$ cat config.mk
export PLATFORM = sky130hd
export DESIGN_NAME = ini_line_tokenizer_core
export DESIGN_NICKNAME = d
export VERILOG_FILES = /design/src/ilt_pkg.sv /design/src/ilt_front.sv /design/src/ilt_back.sv /design/src/ini_line_tokenizer_core.sv
export SDC_FILE = /design/constraint.sdc
export NUM_CORES = 1
export LEC_CHECK = 0
export ABC_AREA = 1
export ABC_CLOCK_PERIOD_IN_PS = 5400
export BUFFER_PORTS_ARGS = -buffer_cell sky130_fd_sc_hd__buf_2
export CAP_MARGIN = 40
export CORE_MARGIN = 2
export CORE_UTILIZATION = 35
export CTS_CLUSTER_SIZE = 8
export DETAILED_ROUTE_END_ITERATION = 12
export HOLD_SLACK_MARGIN = 0.15
export PLACE_DENSITY = 0.54
export SLEW_MARGIN = 20
export SYNTH_ARGS = -nofsm -noshare
export SYNTH_HDL_FRONTEND = slang
export SYNTH_SLANG_ARGS = --single-unit
$ cat constraint.sdc
create_clock -name i_clk -period 5.4 [get_ports i_clk]
set_input_delay 0.54 -clock i_clk [delete_from_list [all_inputs] [get_ports i_clk]]
set_output_delay 0.54 -clock i_clk [all_outputs]
set_load 0.02 [all_outputs]
$ cat src/ilt_pkg.sv
// Shared types and codes for the INI line tokenizer.
// Used by ilt_front, ilt_back and ini_line_tokenizer_core; depends on nothing.
`default_nettype none

package ilt_pkg;

    // Byte classes produced by the front end
    typedef enum logic [2:0] {
        CLS_OTHER   = 3'd0,
        CLS_SPACE   = 3'd1,
        CLS_COMMENT = 3'd2,
        CLS_EQUALS  = 3'd3,
        CLS_LBR     = 3'd4,
        CLS_RBR     = 3'd5,
        CLS_QUOTE   = 3'd6,
        CLS_NEWLINE = 3'd7
    } t_cls;

    // One queued beat: classified byte plus end-of-file marker
    typedef struct packed {
        t_cls cls;
        logic last;
    } t_item;

    // Line parse modes
    typedef enum logic [3:0] {
        MODE_START = 4'b0001,
        MODE_NAME  = 4'b0010,
        MODE_VALUE = 4'b0100,
        MODE_SKIP  = 4'b1000
    } t_mode;

    // Line kinds
    localparam logic [1:0] KIND_PLAIN     = 2'd0;
    localparam logic [1:0] KIND_SECTION   = 2'd1;
    localparam logic [1:0] KIND_PROPERTY  = 2'd2;
    localparam logic [1:0] KIND_MALFORMED = 2'd3;

    localparam logic [11:0] FIELD_MAX = 12'hFFF;
    localparam logic [12:0] LEN_MAX   = 13'h1FFF;

    typedef struct packed {
        logic [1:0]  kind;
        logic [12:0] line_length;
        logic [11:0] name_offset;
        logic [11:0] name_length;
        logic [11:0] value_offset;
        logic [11:0] value_length;
        logic        end_of_input;
    } t_result;

endpackage

`default_nettype wire

$ cat src/ilt_front.sv
// Front end of the INI line tokenizer: byte classifier and a short queue.
// Depends on ilt_pkg.
`default_nettype none

module ilt_front
    import ilt_pkg::*;
(
    input  wire logic       i_clk,
    input  wire logic       i_rst_n,
    input  wire logic       i_in_valid,
    input  wire logic [7:0] i_byte_value,
    input  wire logic       i_last_byte,
    output logic            o_in_stall,
    output logic            o_q_valid,
    output t_item           o_q_item,
    input  wire logic       i_q_pop
);

    localparam int QDEPTH = 4;
    localparam int QAW    = $clog2(QDEPTH);

    localparam logic [7:0] CH_HASH    = 8'h23;
    localparam logic [7:0] CH_SEMI    = 8'h3B;
    localparam logic [7:0] CH_EQUALS  = 8'h3D;
    localparam logic [7:0] CH_LBR     = 8'h5B;
    localparam logic [7:0] CH_RBR     = 8'h5D;
    localparam logic [7:0] CH_QUOTE   = 8'h22;
    localparam logic [7:0] CH_NEWLINE = 8'h0A;

    t_item          r_mem [QDEPTH];
    logic [QAW-1:0] r_wr, n_wr;
    logic [QAW-1:0] r_rd, n_rd;
    logic [QAW:0]   r_cnt, n_cnt;
    t_item          w_item;
    logic           w_push;

    always_comb begin
        w_item.last = i_last_byte;
        if (i_byte_value == CH_NEWLINE) begin
            w_item.cls = CLS_NEWLINE;
        end else if (i_byte_value == CH_HASH || i_byte_value == CH_SEMI) begin
            w_item.cls = CLS_COMMENT;
        end else if (i_byte_value == CH_EQUALS) begin
            w_item.cls = CLS_EQUALS;
        end else if (i_byte_value == CH_LBR) begin
            w_item.cls = CLS_LBR;
        end else if (i_byte_value == CH_RBR) begin
            w_item.cls = CLS_RBR;
        end else if (i_byte_value == CH_QUOTE) begin
            w_item.cls = CLS_QUOTE;
        end else if (i_byte_value inside {[8'h09:8'h0D], 8'h20}) begin
            w_item.cls = CLS_SPACE;
        end else begin
            w_item.cls = CLS_OTHER;
        end
    end

    assign o_in_stall = (r_cnt == (QAW+1)'(QDEPTH));
    assign w_push     = i_in_valid && !o_in_stall;
    assign o_q_valid  = (r_cnt != '0);
    assign o_q_item   = r_mem[r_rd];

    always_comb begin
        n_wr  = w_push ? r_wr + 1'b1 : r_wr;
        n_rd  = i_q_pop ? r_rd + 1'b1 : r_rd;
        n_cnt = r_cnt + (QAW+1)'(w_push) - (QAW+1)'(i_q_pop);
    end

    always_ff @(posedge i_clk) begin
        if (!i_rst_n) begin
            r_wr  <= '0;
            r_rd  <= '0;
            r_cnt <= '0;
        end else begin
            r_wr  <= n_wr;
            r_rd  <= n_rd;
            r_cnt <= n_cnt;
        end
    end

    always_ff @(posedge i_clk) begin
        if (w_push) begin
            r_mem[r_wr] <= w_item;
        end
    end

endmodule

`default_nettype wire

$ cat src/ilt_back.sv
// Back end of the INI line tokenizer: line state machine and result builder.
// Depends on ilt_pkg.
`default_nettype none

module ilt_back
    import ilt_pkg::*;
#(
    parameter int LINE_MAX = 4096
)
(
    input  wire logic  i_clk,
    input  wire logic  i_rst_n,
    input  wire logic  i_fire,
    input  wire t_item i_item,
    output logic       o_emit,
    output t_result    o_result
);

    localparam int PW = $clog2(LINE_MAX + 1);
    localparam int XW = (PW > 13) ? PW : 13;

    t_mode          r_mode, n_mode;
    logic           r_iq, n_iq, r_qs, n_qs, r_ib, n_ib;
    logic           r_sec, n_sec, r_eq, n_eq, r_bad, n_bad;
    logic [PW-1:0]  r_pos, n_pos;
    logic [PW-1:0]  r_nb, n_nb, r_nf, n_nf, r_vb, n_vb, r_vf, n_vf;
    logic           r_nbok, n_nbok, r_nfok, n_nfok, r_vbok, n_vbok, r_vfok, n_vfok;
    logic           w_over, w_nl, w_bad_out, w_clear;
    t_mode          w_proc;
    logic [1:0]     w_kind;
    logic [PW-1:0]  w_no, w_nl_len, w_vo, w_vl;

    function automatic logic [11:0] sat12(input logic [PW-1:0] v);
        logic [XW-1:0] w;
        w = XW'(v);
        sat12 = (w > XW'(FIELD_MAX)) ? FIELD_MAX : w[11:0];
    endfunction

    function automatic logic [12:0] sat13(input logic [PW-1:0] v);
        logic [XW-1:0] w;
        w = XW'(v);
        sat13 = (w > XW'(LEN_MAX)) ? LEN_MAX : w[12:0];
    endfunction

    always_comb begin
        n_mode = r_mode; n_iq = r_iq; n_qs = r_qs; n_ib = r_ib;
        n_sec = r_sec; n_eq = r_eq; n_bad = r_bad; n_pos = r_pos;
        n_nb = r_nb; n_nf = r_nf; n_vb = r_vb; n_vf = r_vf;
        n_nbok = r_nbok; n_nfok = r_nfok; n_vbok = r_vbok; n_vfok = r_vfok;
        w_nl = (i_item.cls == CLS_NEWLINE);
        w_proc = MODE_SKIP;

        // overlong line: stick at the limit and skip to newline
        w_over = (r_pos >= PW'(LINE_MAX));
        if (w_over) begin
            n_bad  = 1'b1;
            n_mode = MODE_SKIP;
        end else begin
            n_pos = r_pos + 1'b1;
        end

        if (!w_nl) begin
            w_proc = n_mode;
            if (n_mode == MODE_START) begin
                case (i_item.cls)
                    CLS_COMMENT: n_mode = MODE_SKIP;
                    CLS_EQUALS: begin
                        if (n_eq) begin
                            n_bad  = 1'b1;
                            n_mode = MODE_SKIP;
                        end else begin
                            n_eq = 1'b1;
                        end
                    end
                    CLS_SPACE: ;
                    default: begin
                        n_mode = n_eq ? MODE_VALUE : MODE_NAME;
                        w_proc = n_mode;
                    end
                endcase
            end

            if (w_proc == MODE_NAME) begin
                if (r_iq) begin
                    n_nf   = r_pos;
                    n_nfok = 1'b1;
                    if (i_item.cls == CLS_QUOTE) begin
                        n_iq = 1'b0;
                    end
                end else begin
                    case (i_item.cls)
                        CLS_COMMENT: begin
                            n_bad = 1'b1; n_mode = MODE_SKIP;
                        end
                        CLS_LBR: begin
                            if (r_nbok || r_ib) begin
                                n_bad = 1'b1; n_mode = MODE_SKIP;
                            end else begin
                                n_ib = 1'b1;
                            end
                        end
                        CLS_RBR: begin
                            if (!r_nbok || !r_ib) begin
                                n_bad = 1'b1; n_mode = MODE_SKIP;
                            end else begin
                                n_ib = 1'b0; n_sec = 1'b1;
                            end
                        end
                        CLS_QUOTE: begin
                            if (r_nbok || r_qs) begin
                                n_bad = 1'b1; n_mode = MODE_SKIP;
                            end else begin
                                n_qs = 1'b1; n_iq = 1'b1;
                                n_nb = r_pos + 1'b1; n_nbok = 1'b1;
                            end
                        end
                        CLS_EQUALS: begin
                            if (r_ib) begin
                                n_bad = 1'b1; n_mode = MODE_SKIP;
                            end else begin
                                n_eq = 1'b1; n_qs = 1'b0; n_mode = MODE_START;
                            end
                        end
                        CLS_SPACE: ;
                        default: begin
                            if (r_qs) begin
                                n_bad = 1'b1; n_mode = MODE_SKIP;
                            end else begin
                                if (!r_nbok) begin
                                    n_nb = r_pos; n_nbok = 1'b1;
                                end
                                n_nf = r_pos + 1'b1; n_nfok = 1'b1;
                            end
                        end
                    endcase
                end
            end else if (w_proc == MODE_VALUE) begin
                if (r_iq) begin
                    n_vf   = r_pos;
                    n_vfok = 1'b1;
                    if (i_item.cls == CLS_QUOTE) begin
                        n_iq = 1'b0;
                    end
                end else begin
                    case (i_item.cls)
                        CLS_COMMENT: n_mode = MODE_SKIP;
                        CLS_QUOTE: begin
                            if (r_vbok || r_qs) begin
                                n_bad = 1'b1; n_mode = MODE_SKIP;
                            end else begin
                                n_qs = 1'b1; n_iq = 1'b1;
                                n_vb = r_pos + 1'b1; n_vbok = 1'b1;
                            end
                        end
                        CLS_EQUALS: begin
                            n_bad = 1'b1; n_mode = MODE_SKIP;
                        end
                        CLS_SPACE: ;
                        default: begin
                            if (r_qs) begin
                                n_bad = 1'b1; n_mode = MODE_SKIP;
                            end else begin
                                if (!r_vbok) begin
                                    n_vb = r_pos; n_vbok = 1'b1;
                                end
                                n_vf = r_pos + 1'b1; n_vfok = 1'b1;
                            end
                        end
                    endcase
                end
            end
        end

        // newline with an open quote or bracket marks the line malformed
        w_bad_out = n_bad;
        if (w_nl) begin
            if (n_mode == MODE_NAME && (n_iq || n_ib)) begin
                w_bad_out = 1'b1;
            end else if (n_mode == MODE_VALUE && n_iq) begin
                w_bad_out = 1'b1;
            end
        end

        if (w_bad_out) begin
            w_kind = KIND_MALFORMED;
        end else if (n_eq) begin
            w_kind = KIND_PROPERTY;
        end else if (n_sec) begin
            w_kind = KIND_SECTION;
        end else begin
            w_kind = KIND_PLAIN;
        end

        w_no = '0; w_nl_len = '0; w_vo = '0; w_vl = '0;
        if ((w_kind == KIND_SECTION || w_kind == KIND_PROPERTY) && n_nbok && n_nfok) begin
            w_no     = n_nb;
            w_nl_len = (n_nf > n_nb) ? n_nf - n_nb : '0;
        end
        if (w_kind == KIND_PROPERTY && n_vbok && n_vfok) begin
            w_vo = n_vb;
            w_vl = (n_vf > n_vb) ? n_vf - n_vb : '0;
        end

        w_clear = w_nl || i_item.last;
        o_emit  = w_clear;
        o_result.kind         = w_kind;
        o_result.line_length  = sat13(n_pos);
        o_result.name_offset  = sat12(w_no);
        o_result.name_length  = sat12(w_nl_len);
        o_result.value_offset = sat12(w_vo);
        o_result.value_length = sat12(w_vl);
        o_result.end_of_input = i_item.last;
    end

    always_ff @(posedge i_clk) begin
        if (!i_rst_n || (i_fire && w_clear)) begin
            r_mode <= MODE_START;
            r_iq <= 1'b0; r_qs <= 1'b0; r_ib <= 1'b0;
            r_sec <= 1'b0; r_eq <= 1'b0; r_bad <= 1'b0;
            r_pos <= '0;
            r_nb <= '0; r_nf <= '0; r_vb <= '0; r_vf <= '0;
            r_nbok <= 1'b0; r_nfok <= 1'b0; r_vbok <= 1'b0; r_vfok <= 1'b0;
        end else if (i_fire) begin
            r_mode <= n_mode;
            r_iq <= n_iq; r_qs <= n_qs; r_ib <= n_ib;
            r_sec <= n_sec; r_eq <= n_eq; r_bad <= n_bad;
            r_pos <= n_pos;
            r_nb <= n_nb; r_nf <= n_nf; r_vb <= n_vb; r_vf <= n_vf;
            r_nbok <= n_nbok; r_nfok <= n_nfok; r_vbok <= n_vbok; r_vfok <= n_vfok;
        end
    end

endmodule

`default_nettype wire

$ cat src/ini_line_tokenizer_core.sv
// INI line tokenizer, top level: front classifier/queue, back parser, output register.
// Depends on ilt_pkg, ilt_front and ilt_back.
//
// Input channel: one byte of INI text per beat on i_byte_value, i_last_byte high
//   on the final byte of a file; a beat is taken when i_in_valid is high and
//   o_in_stall is low.
// Output channel: one line descriptor per beat (kind, length, name and value
//   spans, end-of-input flag), taken when o_out_valid is high and i_out_stall low.
//   A result appears for every newline byte, and for the final byte of a file
//   when that byte is not itself a newline.
// Timing: one byte per cycle sustained while the receiver does not stall. A byte
//   is written into the queue and parsed as it leaves, straight into the output
//   register, which then holds the result of the line that the byte ends.
// Stall: while the receiver stalls, the held result stays put and the back end
//   stops; the four-beat queue keeps taking bytes until it fills, and only then
//   is o_in_stall raised.
// Reset: synchronous, active low: empty the queue, drop any held result and
//   return the line state to line start.
`default_nettype none

module ini_line_tokenizer_core
    import ilt_pkg::*;
#(
    parameter int LINE_MAX = 4096
)
(
    input  wire logic        i_clk,
    input  wire logic        i_rst_n,
    input  wire logic        i_in_valid,
    output logic             o_in_stall,
    input  wire logic [7:0]  i_byte_value,
    input  wire logic        i_last_byte,
    output logic             o_out_valid,
    input  wire logic        i_out_stall,
    output logic [1:0]       o_line_kind,
    output logic [12:0]      o_line_length,
    output logic [11:0]      o_name_offset,
    output logic [11:0]      o_name_length,
    output logic [11:0]      o_value_offset,
    output logic [11:0]      o_value_length,
    output logic             o_end_of_input
);

    logic    w_q_valid;
    t_item   w_q_item;
    logic    w_fire;
    logic    w_emit;
    t_result w_result;
    logic    r_out_valid, n_out_valid;
    t_result r_out;
    logic    w_out_free;

    ilt_front u_front (
        .i_clk        (i_clk),
        .i_rst_n      (i_rst_n),
        .i_in_valid   (i_in_valid),
        .i_byte_value (i_byte_value),
        .i_last_byte  (i_last_byte),
        .o_in_stall   (o_in_stall),
        .o_q_valid    (w_q_valid),
        .o_q_item     (w_q_item),
        .i_q_pop      (w_fire)
    );

    ilt_back #(
        .LINE_MAX (LINE_MAX)
    ) u_back (
        .i_clk    (i_clk),
        .i_rst_n  (i_rst_n),
        .i_fire   (w_fire),
        .i_item   (w_q_item),
        .o_emit   (w_emit),
        .o_result (w_result)
    );

    // advance the back end only when the output slot is empty or being taken
    assign w_out_free = !r_out_valid || !i_out_stall;
    assign w_fire     = w_q_valid && w_out_free;

    always_comb begin
        n_out_valid = r_out_valid;
        if (w_fire && w_emit) begin
            n_out_valid = 1'b1;
        end else if (!i_out_stall) begin
            n_out_valid = 1'b0;
        end
    end

    always_ff @(posedge i_clk) begin
        if (!i_rst_n) begin
            r_out_valid <= 1'b0;
        end else begin
            r_out_valid <= n_out_valid;
        end
    end

    // hold the result payload until a new one is loaded
    always_ff @(posedge i_clk) begin
        if (w_fire && w_emit) begin
            r_out <= w_result;
        end
    end

    assign o_out_valid    = r_out_valid;
    assign o_line_kind    = r_out.kind;
    assign o_line_length  = r_out.line_length;
    assign o_name_offset  = r_out.name_offset;
    assign o_name_length  = r_out.name_length;
    assign o_value_offset = r_out.value_offset;
    assign o_value_length = r_out.value_length;
    assign o_end_of_input = r_out.end_of_input;

`ifndef ASSERT_OFF
    // a section line never carries a value span
    a_section_no_value: assert property (@(posedge i_clk) disable iff (!i_rst_n)
        o_out_valid && o_line_kind == KIND_SECTION
        |-> o_value_offset == 12'd0 && o_value_length == 12'd0)
        else $error("section line reports a value span");

    // plain and malformed lines carry no spans at all
    a_plain_no_spans: assert property (@(posedge i_clk) disable iff (!i_rst_n)
        o_out_valid && (o_line_kind == KIND_PLAIN || o_line_kind == KIND_MALFORMED)
        |-> o_name_offset == 12'd0 && o_name_length == 12'd0
            && o_value_offset == 12'd0 && o_value_length == 12'd0)
        else $error("plain or malformed line reports a span");

    // every emitted line holds at least one byte and no more than the limit
    a_length_range: assert property (@(posedge i_clk) disable iff (!i_rst_n)
        o_out_valid |-> o_line_length != 13'd0
            && 32'(o_line_length) <= LINE_MAX)
        else $error("line length out of range");
`endif

endmodule

`default_nettype wire
Word level (Yosys, flattened, before mapping)
Memory sizes are Yosys's and may differ from the RTL's. A register that Yosys moved wholly into a read port is not among the register bits.
Cells that the tools add are included.
Word-level totals
  logic and storage cells: 263
  memory bits (writable): 16
  memories: 1
  flip-flop bits (word level): 151
Cells by class
  $lt $le $gt $ge: 10
  reduce and logical (&&, ||, !) cells: 38
  add/subtract/negate cells: 7
  bitwise gates (word level): 2
  multiplexer cells: 151
  equal/unequal tests: 27
Memories
  u_front.r_mem: words 4, width 4, rd ports 1, clocked after Yosys merged registers in 1, write ports 1, line ilt_front.sv:30  | t_item r_mem [QDEPTH];
Operators by type and width (number)
  13-bit two-way mux: 31
  1-bit two-way mux: 81
  4-bit two-way mux: 17
  13-bit by 12-bit greater-than comparator with 1-bit output (second input constant): 4
  13-bit one-hot mux with 2 select lines: 2
  8-bit by 6-bit equality test with 1-bit output (second input constant): 5
  13-bit greater-than comparator: 2
  13-bit subtractor: 2
  4-bit one-hot mux with 3 select lines: 2
  4-bit one-hot mux with 6 select lines: 1
  3-bit two-way mux: 7
  8-bit by 7-bit equality test with 1-bit output (second input constant): 2
  3-bit equality test (second input constant): 5
  13-bit by 1-bit adder with 13-bit output (second input constant): 1
  13-bit greater-or-equal comparator (second input constant): 1
  13-bit greater-than comparator (second input constant): 1
  1-bit logical AND: 10
  1-bit logical OR: 10
  9-bit AND reduction: 1
  4-bit by 2-bit equality test with 1-bit output (second input constant): 2
  4-bit by 3-bit equality test with 1-bit output (second input constant): 2
  8-bit by 4-bit equality test with 1-bit output (second input constant): 1
  8-bit by 4-bit greater-or-equal comparator with 1-bit output (second input constant): 1
  8-bit by 4-bit less-or-equal comparator with 1-bit output (second input constant): 1
  23 further kinds: 43

Longest topological paths before layout
Gate-level depths: netlist of run 1.
  depth after elaboration: 23
  mapped depth: 35

Hierarchy
A second synthesis of run 1 with hierarchy kept.
Unflattened totals
  cells, all modules: 1386
  area total of the unflattened synthesis: 10566.4 µm²
By module, submodules not included
  ilt_back: sequential area each 1581.5 µm², times used 1, area each 7324.5 µm², cells an instance 1165
  ini_line_tokenizer_core: sequential area each 1941.9 µm², times used 1, area each 1978.1 µm², cells an instance 74
  ilt_front: sequential area each 660.6 µm², times used 1, area each 1263.7 µm², cells an instance 147

Worst setup path after synthesis of run 1
OpenSTA, ideal clock, no wires.
  path type: register to register
  start: register u_back.r_pos[12]
  end: register r_out (netlist bit o_value_length[2]), data pin
  arrival time: 3712 ps
  stages on the path, launching flop included: 26
  buffers on the path: 3
  setup time: 284 ps
  required time: 5116 ps
  path slack: 1404 ps
  period minus slack after synthesis: 3996 ps
  cell sequence: dfxtp_1 > buf_6 > nor2_4 > nand2_1 > inv_2 > nand3_1 > nor2_1 > nand2_2 > nand2_2 > nand2_2 > nor2_8 > inv_2 > nand3_2 > inv_4 > buf_4 > o21ai_0 > ha_1 > nand3_1 > nand3_1 > nand4_1 > o2111ai_1 > a21oi_1 > nor2_1 > o22ai_1 > clkbuf_1 > a211oi_1
Between the ends
  cells in the longest elaborated chain, start to end: 22
  elaborated cells on any way between the ends: 93
Ends and longest elaborated chain
  start, declared: line ilt_back.sv:25  | logic [PW-1:0] r_pos, n_pos;
  start signal, assigned: line ilt_back.sv:227  | r_pos <= n_pos;
  13-bit greater-or-equal comparator: line ilt_back.sv:54  | w_over = (r_pos >= PW'(LINE_MAX));
  4-bit two-way mux: line ilt_back.sv:55  | if (w_over) begin
  4-bit two-way mux: line ilt_back.sv:68  | if (n_eq) begin
  4-bit one-hot mux with 3 select lines: line ilt_back.sv:65  | case (i_item.cls)
  4-bit two-way mux: line ilt_back.sv:64  | if (n_mode == MODE_START) begin
  4-bit two-way mux, on equally long branches: line ilt_back.sv:126, ilt_back.sv:160, ilt_back.sv:148
  4-bit one-hot mux with 3 select lines: line ilt_back.sv:145  | case (i_item.cls)
  4-bit two-way mux: line ilt_back.sv:138  | if (r_iq) begin
  (+5 left out)
  1-bit two-way mux: line ilt_back.sv:179  | end else if (n_mode == MODE_VALUE && n_iq) begin
  1-bit two-way mux: line ilt_back.sv:177  | if (n_mode == MODE_NAME && (n_iq || n_ib)) begin
  1-bit two-way mux: line ilt_back.sv:176  | if (w_nl) begin
  2-bit two-way mux: line ilt_back.sv:184  | if (w_bad_out) begin
  2-bit equality test: line ilt_back.sv:199  | if (w_kind == KIND_PROPERTY && n_vbok && n_vfok) begin
  1-bit logical AND (2 in a row): line ilt_back.sv:199
  13-bit two-way mux *: line ilt_back.sv:199
  13-bit by 12-bit greater-than comparator with 1-bit output: line ilt_back.sv:36  | sat12 = (w > XW'(FIELD_MAX)) ? FIELD_MAX : w[11:0];
  end signal, assigned: line ini_line_tokenizer_core.sv:100  | r_out <= w_result;
  end, declared: line ini_line_tokenizer_core.sv:50  | t_result r_out;
Every way passes the cells marked *; elsewhere a longest branch is shown, timed or not. The select of a mux whose other input is x is not followed.
A chain may end at the register's enable or synchronous reset.

==> impl_metrics.env, run 1 <==
export IMPL_worst_pin_slew_ns=0.8164
export IMPL_routed_via_count=9688
export IMPL_dieHeight_um=177.5
export IMPL_initial_core_util_pct=35.54
export IMPL_min_path_type="in -> reg"
export IMPL_port_buffers=78
export IMPL_route_detailed_drc=0
export IMPL_postCtsSetupBuffers=0
export IMPL_clkTransAtPathRegs_ns=0.07
export IMPL_status="complete, no violations"
export IMPL_max_slew_margin_pct=45.00
export IMPL_synth_top_cell_area_share_pct=22.81
export IMPL_ff2ff_setup_slack_ns=0.48
export IMPL_synthArstFlopShare_pct=0
export IMPL_cp_start_kind="flop"
export IMPL_post_dp_hpwl_mm=23.27
export IMPL_netlist_area_um2=10530
export IMPL_seqCellArea_um2=4184
export IMPL_grt_pass1_vias=9092
export IMPL_nFillCells=3112
export IMPL_place_congestion=0.9330
export IMPL_clk_latency_ns=0.44
export IMPL_grt_usage_pct=20.38
export IMPL_ys_seq_area_share_pct=39.72
export IMPL_maxCapViolations=0
export IMPL_synth_edf_count=80
export IMPL_antenna_diode_count=0
export IMPL_cts_sinks=169
export IMPL_ant_nets=0
export IMPL_die_w_um=177.5
export IMPL_area_growth_pct=13.20
export IMPL_worstPathArrival_ns=5.09
export IMPL_syn_avg_cell_area_um2=7.622
export IMPL_ctsRootBufferMaster="clkbuf_16"
export IMPL_synth_seq_cells=169
export IMPL_core_area_um2=29640
export IMPL_drtIter0Drc=849
export IMPL_multi_input_comb_area_um2=5341
export IMPL_drtPass1Iterations=5
export IMPL_nets=1495
export IMPL_required_ns=5.57
export IMPL_grt_pass1_wl_mm=49.94
export IMPL_io_pins=79
export IMPL_synthTopCellsByArea="edfxtp_1 (23%), dfxtp_1 (17%), nand2_1 (8.4%), a21oi_1 (6.9%), o21ai_0 (6.4%)"
export IMPL_post_drt_wl_per_cell_um=17.02
export IMPL_crit_type="reg -> reg"
export IMPL_die_area_um2=31500
export IMPL_critPathMaxFanout=20
export IMPL_antenna_found_initial=0
export IMPL_drt_wl_total_mm=31.44
export IMPL_hp_start="i_last_byte"
export IMPL_htreeDepth=4
export IMPL_yosys_area_top_type="edfxtp_1"
export IMPL_synth_distinct_cells=70
export IMPL_fmax_mhz=203.2
export IMPL_final_hold_viol_count=0
export IMPL_grt_overflow_total=0
export IMPL_period_minus_slack_ns=4.922
export IMPL_drive_gt1_share_pct=13.25
export IMPL_synthesis_nets=1433
export IMPL_drt_vias_per_instance=5.245
export IMPL_synth_flop_cell="dfxtp_1"
export IMPL_synthCells=1382
export IMPL_finalCritPeriodShare_pct=91.15
export IMPL_worstSetupEndpointType="flop"
export IMPL_cts_resized=0
export IMPL_tns_ns=0
export IMPL_rows=63
export IMPL_hold_buffers=0
export IMPL_setup_viol=0
export IMPL_grt_max_degree=65
export IMPL_cts_buffers=17
export IMPL_ys_warn_count=0
export IMPL_rsz0062_at_grt="false"
export IMPL_cts_tree="yes"
export IMPL_cts_buffer_depth=2
export IMPL_fin_worst_skew_ns=0.01447
export IMPL_maxSlewViolCount=0
## Yosys cell counts (9+ instances only)
cell and count:
ha_1 35, inv_2 9, nor3_1 16, nand2_2 10, a21oi_1 145, nand3_1 47, xor2_1 18, clkbuf_1 42
o21ai_0 134, a211oi_1 18, o211ai_1 15, nor2_1 140, nand4_1 16, nand2_1 236, o22ai_1 18, inv_1 178
xnor2_1 9, edfxtp_1 80, dfxtp_1 89
## kinds of logic after synthesis
logic type | Yosys count | share of synthesized area, %
AND/OR/NAND/NOR | 497 | 20.96
AO/OA/AOI/OAI | 398 | 22.62
buffers and inverters | 253 | 9.728
flip-flops | 169 | 39.72
adder cells (fa/ha/maj) | 38 | 4.727
XOR/XNOR | 27 | 2.245
## stage by stage
stage	hold slack [ns]	utilization, %	cell area [um2]	setup WS, ns	std cells
floorplan	0.4301	-	10530	1.404	1382
global placement	0.4453	38.16	11310	0.6245	1813
detailed placement	0.4518	38.23	11330	0.4975	1814
CTS	0.3041	40.14	11900	0.4968	1846
global route	0.3125	40.23	11920	0.004003	1847
finish	0.3252	40.23	11920	0.4782	1847
## cell usage in the layout (no fill, tap or decap), drive strengths merged, types with 3 or more instances in the layout
master,instances
a32oi,6
a22oi,7
clkinv,12
dfxtp,89
a31oi,6
nor2,148
nand4,16
nor3,17
o2111ai,3
o22ai,18
a211oi,26
inv,190
ha,35
nor4,3
xor2,18
buf,103
o31ai,4
o21bai,4
edfxtp,80
fa,3
o221ai,4
nand3,49
nand2,253
a21oi,146
nand3b,4
a221oi,6
o211ai,15
xnor2,9
o21ai,140
clkbuf,21
## metal layers
| layer | vias to the layer above | global-route usage [%] | part of all wire [%] |
|---|---|---|---|
| met4 | 0 | 7.514 | 2.7 |
| met3 | 45 | 4.049 | 5.5 |
| met2 | 297 | 31.83 | 45 |
| met1 | 4518 | 27.84 | 46 |
| met5 | - | 0 | 0 |
| li1 | 4828 | - | - |
## flip-flops by register name (all words and copies together), names as in the netlist, 2 cells and up, named ones only
name and count:
u_back.r_nb 13, o_value_offset 12, u_back.r_mode 4, o_line_length 13, u_front.r_cnt 3, u_back.r_vf 13
u_front.r_mem 16, o_line_kind 2, u_back.r_vb 13, u_back.r_pos 13, o_name_offset 12, u_back.r_nf 13
o_name_length 12, u_front.r_wr 2, o_value_length 12, u_front.r_rd 2
## critical path: stages (launching register included)
cell      delay, ns
dfxtp_1        0.52
inv_6          0.07
nand2_1        0.07
nand3_1        0.08
nand2_2        0.14
nand2_2        0.11
nand2_4        0.19
nand2_2        0.09
nand2_2        0.10
nand2_2        0.09
nor2_8         0.20
nand2_4        0.16
nor2_4         0.47
inv_1          0.23
o31ai_2        0.41
ha_1           0.35
inv_1          0.12
nor3_1         0.06
a211oi_1       0.20
o21ai_0        0.13
a21oi_1        0.16
xor2_1         0.16
nor2_1         0.06
nand2_1        0.31
o21ai_0        0.16
## final timing paths
path,to,depth (start not counted)
max,o_name_length[9],24
min,u_front.r_mem[2][0],1
max reg2reg,o_name_length[9],24
min reg2reg,u_back.r_nfok,2
## cell type report
type / count / share of cell area (%)
Clock inverter: 11 / 0.7870
Timing Repair Buffer: 103 / 5.121
Sequential cell: 169 / 35.09
Clock buffer: 21 / 3.956
Tap cell: 390 / 4.092
Multi-Input combinational cell: 960 / 44.80
Inverter: 193 / 6.160
Power of run 1 is not shown: default switching activity piles up to over one toggle a cycle in this logic, so the estimate is an artifact.
==> run 2: changes to the inputs <==
--- a/config.mk
+++ b/config.mk
@@ -6,7 +6,7 @@
 export NUM_CORES = 1
 export LEC_CHECK = 0
 export ABC_AREA = 1
-export ABC_CLOCK_PERIOD_IN_PS = 5400
+export ABC_CLOCK_PERIOD_IN_PS = 5500
 export BUFFER_PORTS_ARGS = -buffer_cell sky130_fd_sc_hd__buf_2
 export CAP_MARGIN = 40
 export CORE_MARGIN = 2
==> constraint.sdc (replaced) <==
create_clock -name i_clk -period 5.5 [get_ports i_clk]
set_input_delay 0.55 -clock i_clk [delete_from_list [all_inputs] [get_ports i_clk]]
set_output_delay 0.55 -clock i_clk [all_outputs]
set_load 0.01 [all_outputs]
==> run 2 against run 1 <==
Against the previous run:
- non-clock buffer count increased by 3
- setup slack improved by 0.11 ns
- critical path depth rose by 2
- routed wire length decreased by 0.71%
- clock skew up 0.0013 ns
- die area did not move
- via count decreased by 0.93%
==> impl_metrics.env, run 2 (synthesized netlist as in run 1, its figures left out) <==
export IMPL_post_dp_hpwl_mm=23.10
export IMPL_crit_type="reg -> reg"
export IMPL_worstSetupEndpointType="flop"
export IMPL_cp_start_kind="flop"
export IMPL_antenna_diode_count=0
export IMPL_core_area_um2=29640
export IMPL_fmax_mhz=203.5
export IMPL_maxCapViolations=0
export IMPL_fin_worst_skew_ns=0.01579
export IMPL_cp_common_cell="nand2_2"
export IMPL_cts_buffers=17
export IMPL_grt_pass1_wl_mm=49.72
export IMPL_ctsRootBufferMaster="clkbuf_16"
export IMPL_maxSlewViolCount=0
export IMPL_largest_reg_flops=16
export IMPL_rows=63
export IMPL_ant_nets=0
export IMPL_worstPathArrival_ns=5.08
export IMPL_drtPass1Iterations=5
export IMPL_htreeDepth=4
export IMPL_drt_vias_per_instance=5.185
export IMPL_die_area_um2=31500
export IMPL_drtIter0Drc=826
export IMPL_cp_num_buf_inv=2
export IMPL_initial_core_util_pct=35.54
export IMPL_critical_path_max_stage_delay_ns=0.52
export IMPL_tns_ns=0
export IMPL_mostFrequentLayoutCells="nand2_1 (236), inv_1 (176), a21oi_1 (145)"
export IMPL_period_minus_slack_ns=4.915
export IMPL_route_detailed_drc=0
export IMPL_setup_viol=0
export IMPL_grt_overflow_total=0
export IMPL_dieHeight_um=177.5
export IMPL_cts_buffer_depth=2
export IMPL_final_area_um2=11960
export IMPL_io_pins=79
export IMPL_clk_latency_ns=0.45
export IMPL_cts_sinks=169
export IMPL_critPathMaxFanout=13
export IMPL_ff2ff_setup_slack_ns=0.59
export IMPL_drt_wl_total_mm=31.21
export IMPL_clkTransAtPathRegs_ns=0.07
export IMPL_place_area_um2=11360
export IMPL_rsz0062_at_grt="false"
export IMPL_antenna_found_initial=0
export IMPL_cts_tree="yes"
export IMPL_die_w_um=177.5
export IMPL_routed_via_count=9598
export IMPL_area_growth_pct=13.51
export IMPL_final_hold_viol_count=0
export IMPL_max_slew_margin_pct=51.03
export IMPL_grt_usage_pct=20.19
export IMPL_top_register="u_front.r_mem"
export IMPL_postCtsSetupBuffers=0
export IMPL_nets=1499
export IMPL_port_buffers=78
export IMPL_status="complete, no violations"
export IMPL_finalCritPeriodShare_pct=89.36
export IMPL_drive_gt1_share_pct=13.89
export IMPL_grt_pass1_vias=9079
export IMPL_grt_max_degree=65
export IMPL_post_drt_wl_per_cell_um=16.86
export IMPL_required_ns=5.67
export IMPL_worst_pin_slew_ns=0.7269
export IMPL_min_path_type="in -> reg"
export IMPL_path_delay_family="simple AND/OR/NAND/NOR gates"
export IMPL_hold_buffers=0
export IMPL_place_congestion=0.9268
export IMPL_crit_slowest_cell="dfxtp_1"
export IMPL_final_common_cell="nand2_1"
run 2: path summary, 6_finish.rpt:
path | start | endpoint | cells after the start
worst max-delay path | flop | o_name_length[9] | 26
worst min-delay path | i_last_byte | u_front.r_mem[2][0] | 1
worst max register to register | flop | o_name_length[9] | 26
worst min register to register | u_back.r_nfok | u_back.r_nfok | 2
run 2: final cells by class:
class | instances | area (um2)
timing repair buffer | 106 | 640.6
clock buffer | 18 | 439.2
clock inverter | 14 | 122.6
sequential | 169 | 4184
fill | 3098 | 17680
tap | 390 | 488.0
inverter | 193 | 734.5
multi-input combinational | 961 | 5348
run 2: layer usage:
metal | vias up | wire, um | GRT usage (%) | part of all wire [%]
met5 | - | 0 | 0 | 0
met4 | 0 | 823 | 7.445 | 2.6
met3 | 50 | 1773 | 3.770 | 5.7
met2 | 304 | 14110 | 31.65 | 45
met1 | 4403 | 14510 | 27.60 | 46
li1 | 4841 | - | - | -
run 2: repair_timing:
| action | 4_1_cts | 5_1_grt |
|---|---|---|
| setup endpoints to repair | 0 | 1 |
| hold endpoints to repair | 0 | 0 |
| resized for setup | 0 | 0 |
run 2: metrics by stage:
| stage | instances | setup WS, ns | hold WS (ns) | utilization (%) |
|---|---|---|---|---|
| CTS | 1849 | 0.5080 | 0.2989 | 40.23 |
| detailed placement | 1817 | 0.5456 | 0.4519 | 38.33 |
| global route | 1851 | 0.09420 | 0.3207 | 40.34 |
| finish | 1851 | 0.5851 | 0.3204 | 40.34 |
| floorplan | 1382 | 1.504 | 0.4301 | - |
| global placement | 1815 | 0.7147 | 0.4446 | 38.21 |
Power of run 2 is left out for the same reason.
